[src/hdl/itfp_pkg.sv]
// Shared types, constants and helpers for the idle-tiered frame pacer.
package itfp_pkg;

   // default timestamp width used inside the pacer
   localparam int TIME_WIDTH_DEF = 48;

   localparam int NOW_WIDTH    = 48;
   localparam int PERIOD_WIDTH = 32;
   localparam int THRESH_WIDTH = 40;
   localparam int COUNT_WIDTH  = 32;
   localparam int CSR_IDX_WIDTH  = 3;
   localparam int CSR_DATA_WIDTH = 40;

   // register indexes on the csr channel
   localparam logic [CSR_IDX_WIDTH-1:0] CSR_ACTIVE_PERIOD    = 3'd0;
   localparam logic [CSR_IDX_WIDTH-1:0] CSR_IDLE_PERIOD      = 3'd1;
   localparam logic [CSR_IDX_WIDTH-1:0] CSR_DEEP_IDLE_PERIOD = 3'd2;
   localparam logic [CSR_IDX_WIDTH-1:0] CSR_MAX_DELTA        = 3'd3;
   localparam logic [CSR_IDX_WIDTH-1:0] CSR_IDLE_THRESH      = 3'd4;
   localparam logic [CSR_IDX_WIDTH-1:0] CSR_DEEP_IDLE_THRESH = 3'd5;
   localparam logic [CSR_IDX_WIDTH-1:0] CSR_SLEEP_THRESH     = 3'd6;

   // register reset values
   localparam logic [PERIOD_WIDTH-1:0] RST_ACTIVE_PERIOD    = 32'd16667;
   localparam logic [PERIOD_WIDTH-1:0] RST_IDLE_PERIOD      = 32'd100000;
   localparam logic [PERIOD_WIDTH-1:0] RST_DEEP_IDLE_PERIOD = 32'd1000000;
   localparam logic [PERIOD_WIDTH-1:0] RST_MAX_DELTA        = 32'd100000;
   localparam logic [THRESH_WIDTH-1:0] RST_IDLE_THRESH      = 40'd5000000;
   localparam logic [THRESH_WIDTH-1:0] RST_DEEP_IDLE_THRESH = 40'd30000000;
   localparam logic [THRESH_WIDTH-1:0] RST_SLEEP_THRESH     = 40'd120000000;

   typedef enum logic [1:0] {
      PS_ACTIVE = 2'd0,
      PS_IDLE   = 2'd1,
      PS_DEEP   = 2'd2,
      PS_SLEEP  = 2'd3
   } pstate_type;

   typedef struct packed {
      logic [PERIOD_WIDTH-1:0] active_period;
      logic [PERIOD_WIDTH-1:0] idle_period;
      logic [PERIOD_WIDTH-1:0] deep_idle_period;
      logic [PERIOD_WIDTH-1:0] max_delta;
      logic [THRESH_WIDTH-1:0] idle_thresh;
      logic [THRESH_WIDTH-1:0] deep_idle_thresh;
      logic [THRESH_WIDTH-1:0] sleep_thresh;
   } cfg_type;

   typedef struct packed {
      logic                 mode;
      logic [NOW_WIDTH-1:0] now_time;
      logic                 animating;
   } item_type;

   typedef struct packed {
      pstate_type              power_state;
      logic                    frame_due;
      logic [PERIOD_WIDTH-1:0] frame_delta;
      logic [PERIOD_WIDTH-1:0] frame_period;
      logic [COUNT_WIDTH-1:0]  transitions_seen;
      logic [COUNT_WIDTH-1:0]  wakeups_seen;
   } result_type;

   // frame period of a power state, zero while sleeping
   function automatic logic [PERIOD_WIDTH-1:0] period_of(cfg_type cfg, pstate_type st);
      logic [PERIOD_WIDTH-1:0] p;
      case (st)
         PS_ACTIVE: p = cfg.active_period;
         PS_IDLE:   p = cfg.idle_period;
         PS_DEEP:   p = cfg.deep_idle_period;
         default:   p = '0;
      endcase
      return p;
   endfunction

endpackage

[src/hdl/itfp_ifs.sv]
// Valid/ready channel interfaces for request, response and csr words.
interface itfp_req_if;
   logic                           valid;
   logic                           ready;
   logic                           mode;
   logic [itfp_pkg::NOW_WIDTH-1:0] now_time;
   logic                           animating;

   modport source (output valid, output mode, output now_time, output animating, input ready);
   modport sink   (input valid, input mode, input now_time, input animating, output ready);
endinterface

interface itfp_rsp_if;
   logic                              valid;
   logic                              ready;
   logic [1:0]                        power_state;
   logic                              frame_due;
   logic [itfp_pkg::PERIOD_WIDTH-1:0] frame_delta;
   logic [itfp_pkg::PERIOD_WIDTH-1:0] frame_period;
   logic [itfp_pkg::COUNT_WIDTH-1:0]  transitions_seen;
   logic [itfp_pkg::COUNT_WIDTH-1:0]  wakeups_seen;

   modport source (output valid, output power_state, output frame_due, output frame_delta,
                   output frame_period, output transitions_seen, output wakeups_seen,
                   input ready);
   modport sink   (input valid, input power_state, input frame_due, input frame_delta,
                   input frame_period, input transitions_seen, input wakeups_seen,
                   output ready);
endinterface

interface itfp_csr_if;
   logic                                valid;
   logic                                ready;
   logic [itfp_pkg::CSR_IDX_WIDTH-1:0]  index;
   logic [itfp_pkg::CSR_DATA_WIDTH-1:0] data;

   modport source (output valid, output index, output data, input ready);
   modport sink   (input valid, input index, input data, output ready);
endinterface

[src/hdl/itfp_csr.sv]
// Configuration register file of the frame pacer.
module itfp_csr (
   input  logic              clock,
   input  logic              reset,
   itfp_csr_if.sink          csr_bus,
   output itfp_pkg::cfg_type cfg
);

   itfp_pkg::cfg_type cfg_ff;
   logic              wr_en;

   // writes are always taken
   assign csr_bus.ready = 1'b1;
   assign wr_en         = csr_bus.valid;
   assign cfg           = cfg_ff;

   // register write, unknown indexes dropped
   always_ff @(posedge clock) begin
      if (reset) begin
         cfg_ff.active_period    <= itfp_pkg::RST_ACTIVE_PERIOD;
         cfg_ff.idle_period      <= itfp_pkg::RST_IDLE_PERIOD;
         cfg_ff.deep_idle_period <= itfp_pkg::RST_DEEP_IDLE_PERIOD;
         cfg_ff.max_delta        <= itfp_pkg::RST_MAX_DELTA;
         cfg_ff.idle_thresh      <= itfp_pkg::RST_IDLE_THRESH;
         cfg_ff.deep_idle_thresh <= itfp_pkg::RST_DEEP_IDLE_THRESH;
         cfg_ff.sleep_thresh     <= itfp_pkg::RST_SLEEP_THRESH;
      end else if (wr_en) begin
         case (csr_bus.index)
            itfp_pkg::CSR_ACTIVE_PERIOD: begin
               cfg_ff.active_period <= csr_bus.data[itfp_pkg::PERIOD_WIDTH-1:0];
            end
            itfp_pkg::CSR_IDLE_PERIOD: begin
               cfg_ff.idle_period <= csr_bus.data[itfp_pkg::PERIOD_WIDTH-1:0];
            end
            itfp_pkg::CSR_DEEP_IDLE_PERIOD: begin
               cfg_ff.deep_idle_period <= csr_bus.data[itfp_pkg::PERIOD_WIDTH-1:0];
            end
            itfp_pkg::CSR_MAX_DELTA: begin
               cfg_ff.max_delta <= csr_bus.data[itfp_pkg::PERIOD_WIDTH-1:0];
            end
            itfp_pkg::CSR_IDLE_THRESH: begin
               cfg_ff.idle_thresh <= csr_bus.data[itfp_pkg::THRESH_WIDTH-1:0];
            end
            itfp_pkg::CSR_DEEP_IDLE_THRESH: begin
               cfg_ff.deep_idle_thresh <= csr_bus.data[itfp_pkg::THRESH_WIDTH-1:0];
            end
            itfp_pkg::CSR_SLEEP_THRESH: begin
               cfg_ff.sleep_thresh <= csr_bus.data[itfp_pkg::THRESH_WIDTH-1:0];
            end
            default: begin
            end
         endcase
      end
   end

endmodule

[src/hdl/itfp_core.sv]
// Pacer state registers and the single-pass next-state / result logic.
module itfp_core #(
   parameter int TIME_WIDTH = itfp_pkg::TIME_WIDTH_DEF
) (
   input  logic                 clock,
   input  logic                 reset,
   input  itfp_pkg::cfg_type    cfg,
   input  logic                 fire,
   input  itfp_pkg::item_type   item,
   output itfp_pkg::result_type result
);

   localparam int TW = TIME_WIDTH;
   localparam int CW = (TW > itfp_pkg::THRESH_WIDTH) ? TW : itfp_pkg::THRESH_WIDTH;
   localparam int CNTW = itfp_pkg::COUNT_WIDTH;
   localparam int PW = itfp_pkg::PERIOD_WIDTH;

   logic                started_ff;
   itfp_pkg::pstate_type state_ff, state_in;
   logic [TW-1:0]       act_ff, act_in;
   logic [TW-1:0]       lframe_ff, lframe_in;
   logic [TW-1:0]       nframe_ff, nframe_in;
   logic                zero_ff, zero_in;
   logic [CNTW-1:0]     trans_ff, trans_in;
   logic [CNTW-1:0]     wake_ff, wake_in;

   // state as seen by this word, after the start-up load
   itfp_pkg::pstate_type st0;
   logic [TW-1:0]       act0, lframe0, nframe0;
   logic                zero0;
   logic [CNTW-1:0]     trans0, wake0;

   logic [63:0]         now_ext;
   logic [TW-1:0]       now_raw, now_c1, now_c;
   logic [TW-1:0]       elapsed, diff;
   logic [CW-1:0]       el_ext;
   itfp_pkg::pstate_type want;
   logic                is_wake;
   logic [TW-1:0]       t_wake;
   logic                due;
   logic [PW-1:0]       delta, per;
   logic [TW:0]         sum;

   always_comb begin
      // timestamp reduced to the working width
      now_ext = 64'(item.now_time);
      now_raw = now_ext[TW-1:0];

      // first word after reset starts the timeline
      if (!started_ff) begin
         st0     = itfp_pkg::PS_ACTIVE;
         act0    = now_raw;
         lframe0 = now_raw;
         nframe0 = now_raw;
         zero0   = 1'b1;
         trans0  = '0;
         wake0   = '0;
      end else begin
         st0     = state_ff;
         act0    = act_ff;
         lframe0 = lframe_ff;
         nframe0 = nframe_ff;
         zero0   = zero_ff;
         trans0  = trans_ff;
         wake0   = wake_ff;
      end

      // ticks never go backwards
      now_c1 = (now_raw < lframe0) ? lframe0 : now_raw;
      now_c  = (now_c1 < act0) ? act0 : now_c1;

      // idle tier from inactivity, sleep tested first
      elapsed = now_c - act0;
      el_ext  = CW'(elapsed);
      if (el_ext >= CW'(cfg.sleep_thresh)) begin
         want = itfp_pkg::PS_SLEEP;
      end else if (el_ext >= CW'(cfg.deep_idle_thresh)) begin
         want = itfp_pkg::PS_DEEP;
      end else if (el_ext >= CW'(cfg.idle_thresh)) begin
         want = itfp_pkg::PS_IDLE;
      end else begin
         want = itfp_pkg::PS_ACTIVE;
      end

      is_wake = item.mode || (item.animating && (st0 != itfp_pkg::PS_ACTIVE));
      t_wake  = item.mode ? now_raw : now_c;

      state_in  = st0;
      act_in    = act0;
      lframe_in = lframe0;
      nframe_in = nframe0;
      zero_in   = zero0;
      trans_in  = trans0;
      wake_in   = wake0;
      due       = 1'b0;
      delta     = '0;
      per       = '0;
      sum       = '0;
      diff      = '0;

      if (!item.mode && item.animating) begin
         act_in = now_c;
      end

      // wake: back to active, restart frame timing
      if (is_wake) begin
         wake_in = wake0 + 1'b1;
         act_in  = t_wake;
         if (st0 != itfp_pkg::PS_ACTIVE) begin
            state_in = itfp_pkg::PS_ACTIVE;
            trans_in = trans0 + 1'b1;
         end
         lframe_in = t_wake;
         nframe_in = t_wake;
         zero_in   = 1'b1;
      end else if (!item.mode && !item.animating && (want != st0)) begin
         state_in = want;
         trans_in = trans0 + 1'b1;
         if (want != itfp_pkg::PS_SLEEP) begin
            nframe_in = now_c;
         end
      end

      // frame due on a tick
      if (!item.mode && (state_in != itfp_pkg::PS_SLEEP) && (now_c >= nframe_in)) begin
         due = 1'b1;
         per = itfp_pkg::period_of(cfg, state_in);
         if (zero_in) begin
            zero_in = 1'b0;
         end else begin
            diff  = now_c - lframe_in;
            delta = (diff > TW'(cfg.max_delta)) ? cfg.max_delta : diff[PW-1:0];
         end
         lframe_in = now_c;
         // saturate next frame time at the top of the range
         sum       = {1'b0, now_c} + (TW+1)'(per);
         nframe_in = sum[TW] ? {TW{1'b1}} : sum[TW-1:0];
      end

      result.power_state      = state_in;
      result.frame_due        = due;
      result.frame_delta      = delta;
      result.frame_period     = itfp_pkg::period_of(cfg, state_in);
      result.transitions_seen = trans_in;
      result.wakeups_seen     = wake_in;
   end

   // state update once per word
   always_ff @(posedge clock) begin
      if (reset) begin
         started_ff <= 1'b0;
         state_ff   <= itfp_pkg::PS_ACTIVE;
         act_ff     <= '0;
         lframe_ff  <= '0;
         nframe_ff  <= '0;
         zero_ff    <= 1'b1;
         trans_ff   <= '0;
         wake_ff    <= '0;
      end else if (fire) begin
         started_ff <= 1'b1;
         state_ff   <= state_in;
         act_ff     <= act_in;
         lframe_ff  <= lframe_in;
         nframe_ff  <= nframe_in;
         zero_ff    <= zero_in;
         trans_ff   <= trans_in;
         wake_ff    <= wake_in;
      end
   end

endmodule

[src/hdl/idle_tiered_frame_pacer.sv]
// Idle-tiered frame pacer: input register, state update stage, response register.
// A word accepted into the input register moves to the response register unless rsp stalls.
// Throughput: one word per cycle unless rsp stalls, limited by the single state-update stage.
// Backpressure on the response side stalls the input register; no word is lost.
// Reset (synchronous, active high) empties both registers, loads register
// defaults and returns the pacer to its not-started state.
module idle_tiered_frame_pacer #(
   parameter int TIME_WIDTH = itfp_pkg::TIME_WIDTH_DEF
) (
   input  logic       clock,
   input  logic       reset,
   itfp_req_if.sink   req_bus,
   itfp_rsp_if.source rsp_bus,
   itfp_csr_if.sink   csr_bus
);

   itfp_pkg::cfg_type    cfg;
   itfp_pkg::item_type   item_ff, item_in;
   logic                 item_vld_ff;
   itfp_pkg::result_type core_res;
   itfp_pkg::result_type out_ff;
   logic                 out_vld_ff;
   logic                 advance;
   logic                 req_take;

   itfp_csr u_csr (
      .clock   (clock),
      .reset   (reset),
      .csr_bus (csr_bus),
      .cfg     (cfg)
   );

   itfp_core #(
      .TIME_WIDTH (TIME_WIDTH)
   ) u_core (
      .clock  (clock),
      .reset  (reset),
      .cfg    (cfg),
      .fire   (advance),
      .item   (item_ff),
      .result (core_res)
   );

   // handshake
   assign advance       = item_vld_ff && (!out_vld_ff || rsp_bus.ready);
   assign req_bus.ready = !item_vld_ff || advance;
   assign req_take      = req_bus.valid && req_bus.ready;

   assign item_in.mode      = req_bus.mode;
   assign item_in.now_time  = req_bus.now_time;
   assign item_in.animating = req_bus.animating;

   // input register
   always_ff @(posedge clock) begin
      if (reset) begin
         item_vld_ff <= 1'b0;
      end else if (req_bus.ready) begin
         item_vld_ff <= req_bus.valid;
      end
   end

   always_ff @(posedge clock) begin
      if (req_take) begin
         item_ff <= item_in;
      end
   end

   // response register
   always_ff @(posedge clock) begin
      if (reset) begin
         out_vld_ff <= 1'b0;
      end else if (advance) begin
         out_vld_ff <= 1'b1;
      end else if (rsp_bus.ready) begin
         out_vld_ff <= 1'b0;
      end
   end

   always_ff @(posedge clock) begin
      if (advance) begin
         out_ff <= core_res;
      end
   end

   assign rsp_bus.valid            = out_vld_ff;
   assign rsp_bus.power_state      = out_ff.power_state;
   assign rsp_bus.frame_due        = out_ff.frame_due;
   assign rsp_bus.frame_delta      = out_ff.frame_delta;
   assign rsp_bus.frame_period     = out_ff.frame_period;
   assign rsp_bus.transitions_seen = out_ff.transitions_seen;
   assign rsp_bus.wakeups_seen     = out_ff.wakeups_seen;

endmodule

[src/flat_wrapper.sv]
// flat-port wrapper written by rule: the top's interface ports become plain ports
module idle_tiered_frame_pacer_flat 
#(
   parameter int TIME_WIDTH = itfp_pkg::TIME_WIDTH_DEF
)
  (clock, reset, req_bus_valid, req_bus_mode, req_bus_now_time, req_bus_animating, req_bus_ready, rsp_bus_valid, rsp_bus_power_state, rsp_bus_frame_due, rsp_bus_frame_delta, rsp_bus_frame_period, rsp_bus_transitions_seen, rsp_bus_wakeups_seen, rsp_bus_ready, csr_bus_valid, csr_bus_index, csr_bus_data, csr_bus_ready);
  itfp_req_if req_bus_i ();
  itfp_rsp_if rsp_bus_i ();
  itfp_csr_if csr_bus_i ();
  input  logic clock;
  input  logic reset;
  input wire logic [$bits(req_bus_i.valid)-1:0] req_bus_valid;
  input wire logic [$bits(req_bus_i.mode)-1:0] req_bus_mode;
  input wire logic [$bits(req_bus_i.now_time)-1:0] req_bus_now_time;
  input wire logic [$bits(req_bus_i.animating)-1:0] req_bus_animating;
  output wire logic [$bits(req_bus_i.ready)-1:0] req_bus_ready;
  output wire logic [$bits(rsp_bus_i.valid)-1:0] rsp_bus_valid;
  output wire logic [$bits(rsp_bus_i.power_state)-1:0] rsp_bus_power_state;
  output wire logic [$bits(rsp_bus_i.frame_due)-1:0] rsp_bus_frame_due;
  output wire logic [$bits(rsp_bus_i.frame_delta)-1:0] rsp_bus_frame_delta;
  output wire logic [$bits(rsp_bus_i.frame_period)-1:0] rsp_bus_frame_period;
  output wire logic [$bits(rsp_bus_i.transitions_seen)-1:0] rsp_bus_transitions_seen;
  output wire logic [$bits(rsp_bus_i.wakeups_seen)-1:0] rsp_bus_wakeups_seen;
  input wire logic [$bits(rsp_bus_i.ready)-1:0] rsp_bus_ready;
  input wire logic [$bits(csr_bus_i.valid)-1:0] csr_bus_valid;
  input wire logic [$bits(csr_bus_i.index)-1:0] csr_bus_index;
  input wire logic [$bits(csr_bus_i.data)-1:0] csr_bus_data;
  output wire logic [$bits(csr_bus_i.ready)-1:0] csr_bus_ready;
  assign req_bus_i.valid = req_bus_valid;
  assign req_bus_i.mode = req_bus_mode;
  assign req_bus_i.now_time = req_bus_now_time;
  assign req_bus_i.animating = req_bus_animating;
  assign req_bus_ready = req_bus_i.ready;
  assign rsp_bus_valid = rsp_bus_i.valid;
  assign rsp_bus_power_state = rsp_bus_i.power_state;
  assign rsp_bus_frame_due = rsp_bus_i.frame_due;
  assign rsp_bus_frame_delta = rsp_bus_i.frame_delta;
  assign rsp_bus_frame_period = rsp_bus_i.frame_period;
  assign rsp_bus_transitions_seen = rsp_bus_i.transitions_seen;
  assign rsp_bus_wakeups_seen = rsp_bus_i.wakeups_seen;
  assign rsp_bus_i.ready = rsp_bus_ready;
  assign csr_bus_i.valid = csr_bus_valid;
  assign csr_bus_i.index = csr_bus_index;
  assign csr_bus_i.data = csr_bus_data;
  assign csr_bus_ready = csr_bus_i.ready;
  idle_tiered_frame_pacer #(.TIME_WIDTH(TIME_WIDTH)) u_core (.clock(clock), .reset(reset), .req_bus(req_bus_i), .rsp_bus(rsp_bus_i), .csr_bus(csr_bus_i));
endmodule
[config.mk]
export PLATFORM = sky130hd
export DESIGN_NAME = idle_tiered_frame_pacer_flat
export DESIGN_NICKNAME = d
export VERILOG_FILES = /design/src/hdl/itfp_pkg.sv /design/src/hdl/itfp_ifs.sv /design/src/hdl/itfp_csr.sv /design/src/hdl/itfp_core.sv /design/src/hdl/idle_tiered_frame_pacer.sv /design/src/flat_wrapper.sv
export SDC_FILE = /design/constraint.sdc
export NUM_CORES = 2
export LEC_CHECK = 0
export ABC_CLOCK_PERIOD_IN_PS = 40500
export BUFFER_PORTS_ARGS = -buffer_cell sky130_fd_sc_hd__buf_2
export CORE_MARGIN = 4
export CORE_UTILIZATION = 30
export DETAILED_ROUTE_END_ITERATION = 6
export PLACE_DENSITY = 0.42
export SYNTH_ARGS = -nofsm -noshare
export SYNTH_HDL_FRONTEND = slang
export SYNTH_SLANG_ARGS = --single-unit
export TNS_END_PERCENT = 100
[constraint.sdc]
create_clock -name clock -period 40.5 [get_ports clock]
set_input_delay 8.1 -clock clock [delete_from_list [all_inputs] [get_ports clock]]
set_output_delay 8.1 -clock clock [all_outputs]
set_load 0.03 [all_outputs]
==> impl_metrics.py <==
metrics = {
    "sta": {
        "final.setup.tns_ns": 0,
        "drv_slew": 0,
        "final_critical_path_setup_slack_ns": 17.69,
        "finalSetupViolations": 0,
        "period_share": 0.563,
        "grt_setup_unrepaired": "no",
        "fmax_mhz": 43.8,
        "finalHoldViolCount": 0,
        "timing_worst_slew_pin_value_ns": 1.25,
        "hold-worst-slack_ns": 0.452,
        "period_needed_ns": 22.81,
        "worst_slew_margin_relative_to_its_limit": 0.160,
        "clock-skew-final_ns": 0.0697,
    },
    "pwr": {
        "p_per_area_nw_per_um2": 56.2,
        "p_leak_nw": 19.5,
        "total_power_mw": 2.86,
        "peakVddDrop_mv": 0.0314,
    },
    "logic_synthesis": {
        "synth-edff-count": 181,
        "synth_top_cell_area_share": 0.207,
        "post_synth_num_cell_types": 94,
        "yosys_register_bits": 643,
        "syn_area_per_cell_um2": 8.11,
        "yosys.area.top_type": "sky130_fd_sc_hd__dfxtp_1",
        "cell_area_after_synthesis_um2": 44600,
        "synth_fp_nets": 6027,
        "synth_flop_cell": "sky130_fd_sc_hd__dfxtp_1",
        "syn_inst": 5504,
        "synthesis.yosys.warnings": 0,
        "proportion_of_synthesized_chip_area_in_sequential_cells": 0.329,
        "netlist_top_cells_area": "sky130_fd_sc_hd__dfxtp_1, sky130_fd_sc_hd__edfxtp_1, sky130_fd_sc_hd__ha_1",
        "synth_async_sr_flop_share": 0,
    },
    "setup_path": {
        "timing.critical_path.mode_cell": "sky130_fd_sc_hd__buf_4",
        "worst_path_max_delay_cell": "sky130_fd_sc_hd__nor2_2",
        "setup.worst_path.end_class": "flip-flop",
        "critical_path.max_fanout": 163,
        "critical_path.startpoint_type": "flip-flop",
        "r2r_end": "u_core.u_core.nframe_ff[20]",
        "cp_data_required_time_ns": 41.04,
        "critical_path_arrival_ns": 23.34,
        "regToRegStartpoint": "u_core.u_core.started_ff",
        "timing.critical_path.slowest_cell_delay_ns": 0.82,
        "worst_r2r_path_depth": 70,
        "r2r_slack_ns": 17.69,
        "timing.setup.critical_path_class": "reg2reg",
    },
    "min_path": {
        "tightest_hold_check_type": "reg2reg",
        "worst_hold_path.num_cells": 2,
        "worst_hold_path_endpoint": "u_core.u_csr.cfg[61]",
        "timing.hold.worst.start": "u_core.u_csr.cfg[61]",
    },
    "place": {
        "detailedPlace.worstSlack_ns": 18.15,
        "gp_routability_congestion": 0.906,
        "placement.cell_area_um2": 48000,
        "place.detailed.hpwl_um": 141000,
        "place.port_buffers": 230,
        "post_placement_cell_count": 7455,
    },
    "drt": {
        "first_iter_violations": 3748,
        "route.detailed.wl_per_inst_um": 25.2,
        "drt_pre_antenna_iters": 5,
        "total_vias_in_the_final_route": 42600,
        "drtAntennaViolNets": 0,
        "finalWirelength_um": 192000,
        "vias_per_cell": 5.60,
        "route.detailed.drc": 0,
    },
    "finish": {
        "final_design_area_no_fill_um2": 50900,
        "final_core_utilization": 0.344,
        "layout-drive-gt1-share": 0.108,
        "final_cells": 7617,
        "fill_cells": 15700,
        "final_nets": 6135,
        "mostFrequentLayoutCells": "sky130_fd_sc_hd__nand2_1, sky130_fd_sc_hd__a21oi_1, sky130_fd_sc_hd__dfxtp_1, sky130_fd_sc_hd__ha_1, sky130_fd_sc_hd__nor2_1",
        "layout_commonest_cell": "sky130_fd_sc_hd__nand2_1",
        "areaGrowthSynthToFinish_pct": 14.1,
    },
    "floorplan": {
        "placement_rows": 141,
        "ios": 232,
        "core_area_um2": 148000,
        "die_x_um": 394,
        "floorplan.initialDensity": 0.302,
        "die_h_um": 394,
        "fp.dieArea_um2": 155000,
    },
    "global_route": {
        "grt_util_all_layers": 0.236,
        "grt_antenna_before_repair": 5,
        "global_route_wire_length_before_repair_um": 278000,
        "grt_start_max_net_pins": 185,
        "grt.overflow.total": 0,
        "grt_pass1_vias": 40000,
    },
    "clock_network": {
        "tritoncts": "built",
        "cts.hold.buffers_added": 0,
        "clock_latency_ns": 0.73,
        "cts_root_buf": "sky130_fd_sc_hd__clkbuf_16",
        "cts.path.max_buffers": 3,
        "cts_sinks": 643,
        "cts.repair_timing.setup_buffer_count": 0,
        "cts_buffers": 85,
        "clk_pin_slew_worst_paths_ns": 0.06,
        "cts_resized": 0,
        "h-tree-depth": 3,
    },
    "job": {
        "max_cap_violations": 0,
    },
    "outcome": {
        "status": "completed",
    },
}
Yosys cell counts (all sizes together), types with 105 or more instances:
library cell,count
o21ai,280
a21oi,588
a211oi,172
nand3,122
ha,422
dfxtp,462
nor2,354
edfxtp,181
nand2,855
mux2i,105
a21o,125
inv,247
clkbuf,281
sequential cells by signal, summed over array words and instances, names as in the netlist:
name	cells
u_core.u_csr.cfg	248
u_core.item_ff	50
u_core.u_core.act_ff	48
u_core.u_core.lframe_ff	48
u_core.u_core.nframe_ff	48
u_core.rsp_bus.frame_delta	32
u_core.rsp_bus.frame_period	32
u_core.rsp_bus.transitions_seen	32
u_core.rsp_bus.wakeups_seen	32
u_core.u_core.trans_ff	32
u_core.u_core.wake_ff	32
u_core.rsp_bus.power_state	2
u_core.u_core.state_ff	2
u_core.item_vld_ff	1
u_core.rsp_bus.frame_due	1
u_core.rsp_bus.valid	1
u_core.u_core.started_ff	1
u_core.u_core.zero_ff	1
kinds of logic (layout without fill, tap and decap cells):
logic type	after synthesis	in the layout	synth area share
AO/OA/AOI/OAI	1806	1806	0.264
AND/OR/NAND/NOR	1770	1770	0.178
flip-flops	643	643	0.329
buffers and inverters	577	757	0.0500
adder cells (fa/ha/maj)	425	425	0.120
XOR/XNOR	161	161	0.0316
multiplexers	121	121	0.0278
other	1	4	0.0000841
power by group:
part | internal, mW | switching [mW] | total, mW | leakage [nW]
clock network | 0.456 | 0.332 | 0.788 | 1.38
registers | 0.689 | 0.0190 | 0.708 | 5.47
logic | 0.477 | 0.890 | 1.37 | 12.7
total | 1.62 | 1.24 | 2.86 | 19.5
metal layers:
metal  track usage  wire (µm)  up-vias
li1              -          -    20400
met1         0.331      88800    20600
met2         0.371      85000     1404
met3        0.0348      11200      267
met4        0.0756       6600        6
met5             0         34        -
area by class of cell:
class / instances / area, µm² / area share
diodes: 3 / 7.51 / 0.000147
clock buffers: 108 / 2290 / 0.0449
clock inverters: 51 / 587 / 0.0115
inverters: 248 / 943 / 0.0185
multi-input cells: 4284 / 27900 / 0.548
flip-flops and latches: 643 / 14700 / 0.289
well taps: 1930 / 2410 / 0.0474
repair buffers: 350 / 2100 / 0.0412
critical path: cells and delay by family, from the launching register on:
kind,cells,cell delay [ns]
simple gates,26,8.38
buf+inv,11,4.28
fa+ha+maj,5,1.75
mux,2,0.59
compound gates,25,6.28
flops,1,0.38
xor+xnor,1,0.34
worst max-delay path by stage:
stage | startpoint | endpoint | slack (ns) | cells after the start
4_1_cts | u_core.u_core.started_ff | u_core.u_core.nframe_ff[20] | 18.03 | 72
3_3_place_gp | u_core.u_core.started_ff | u_core.u_core.nframe_ff[9] | 18.55 | 72
2_1_floorplan | rsp_bus_ready | req_bus_ready | 23.90 | 2
3_5_place_dp | u_core.u_core.started_ff | u_core.u_core.nframe_ff[25] | 18.15 | 72
5_1_grt | u_core.u_core.started_ff | u_core.u_core.nframe_ff[20] | 16.43 | 72
6_report | u_core.u_core.started_ff | u_core.u_core.nframe_ff[20] | 17.69 | 70
Power figures use the tool's default switching activity.
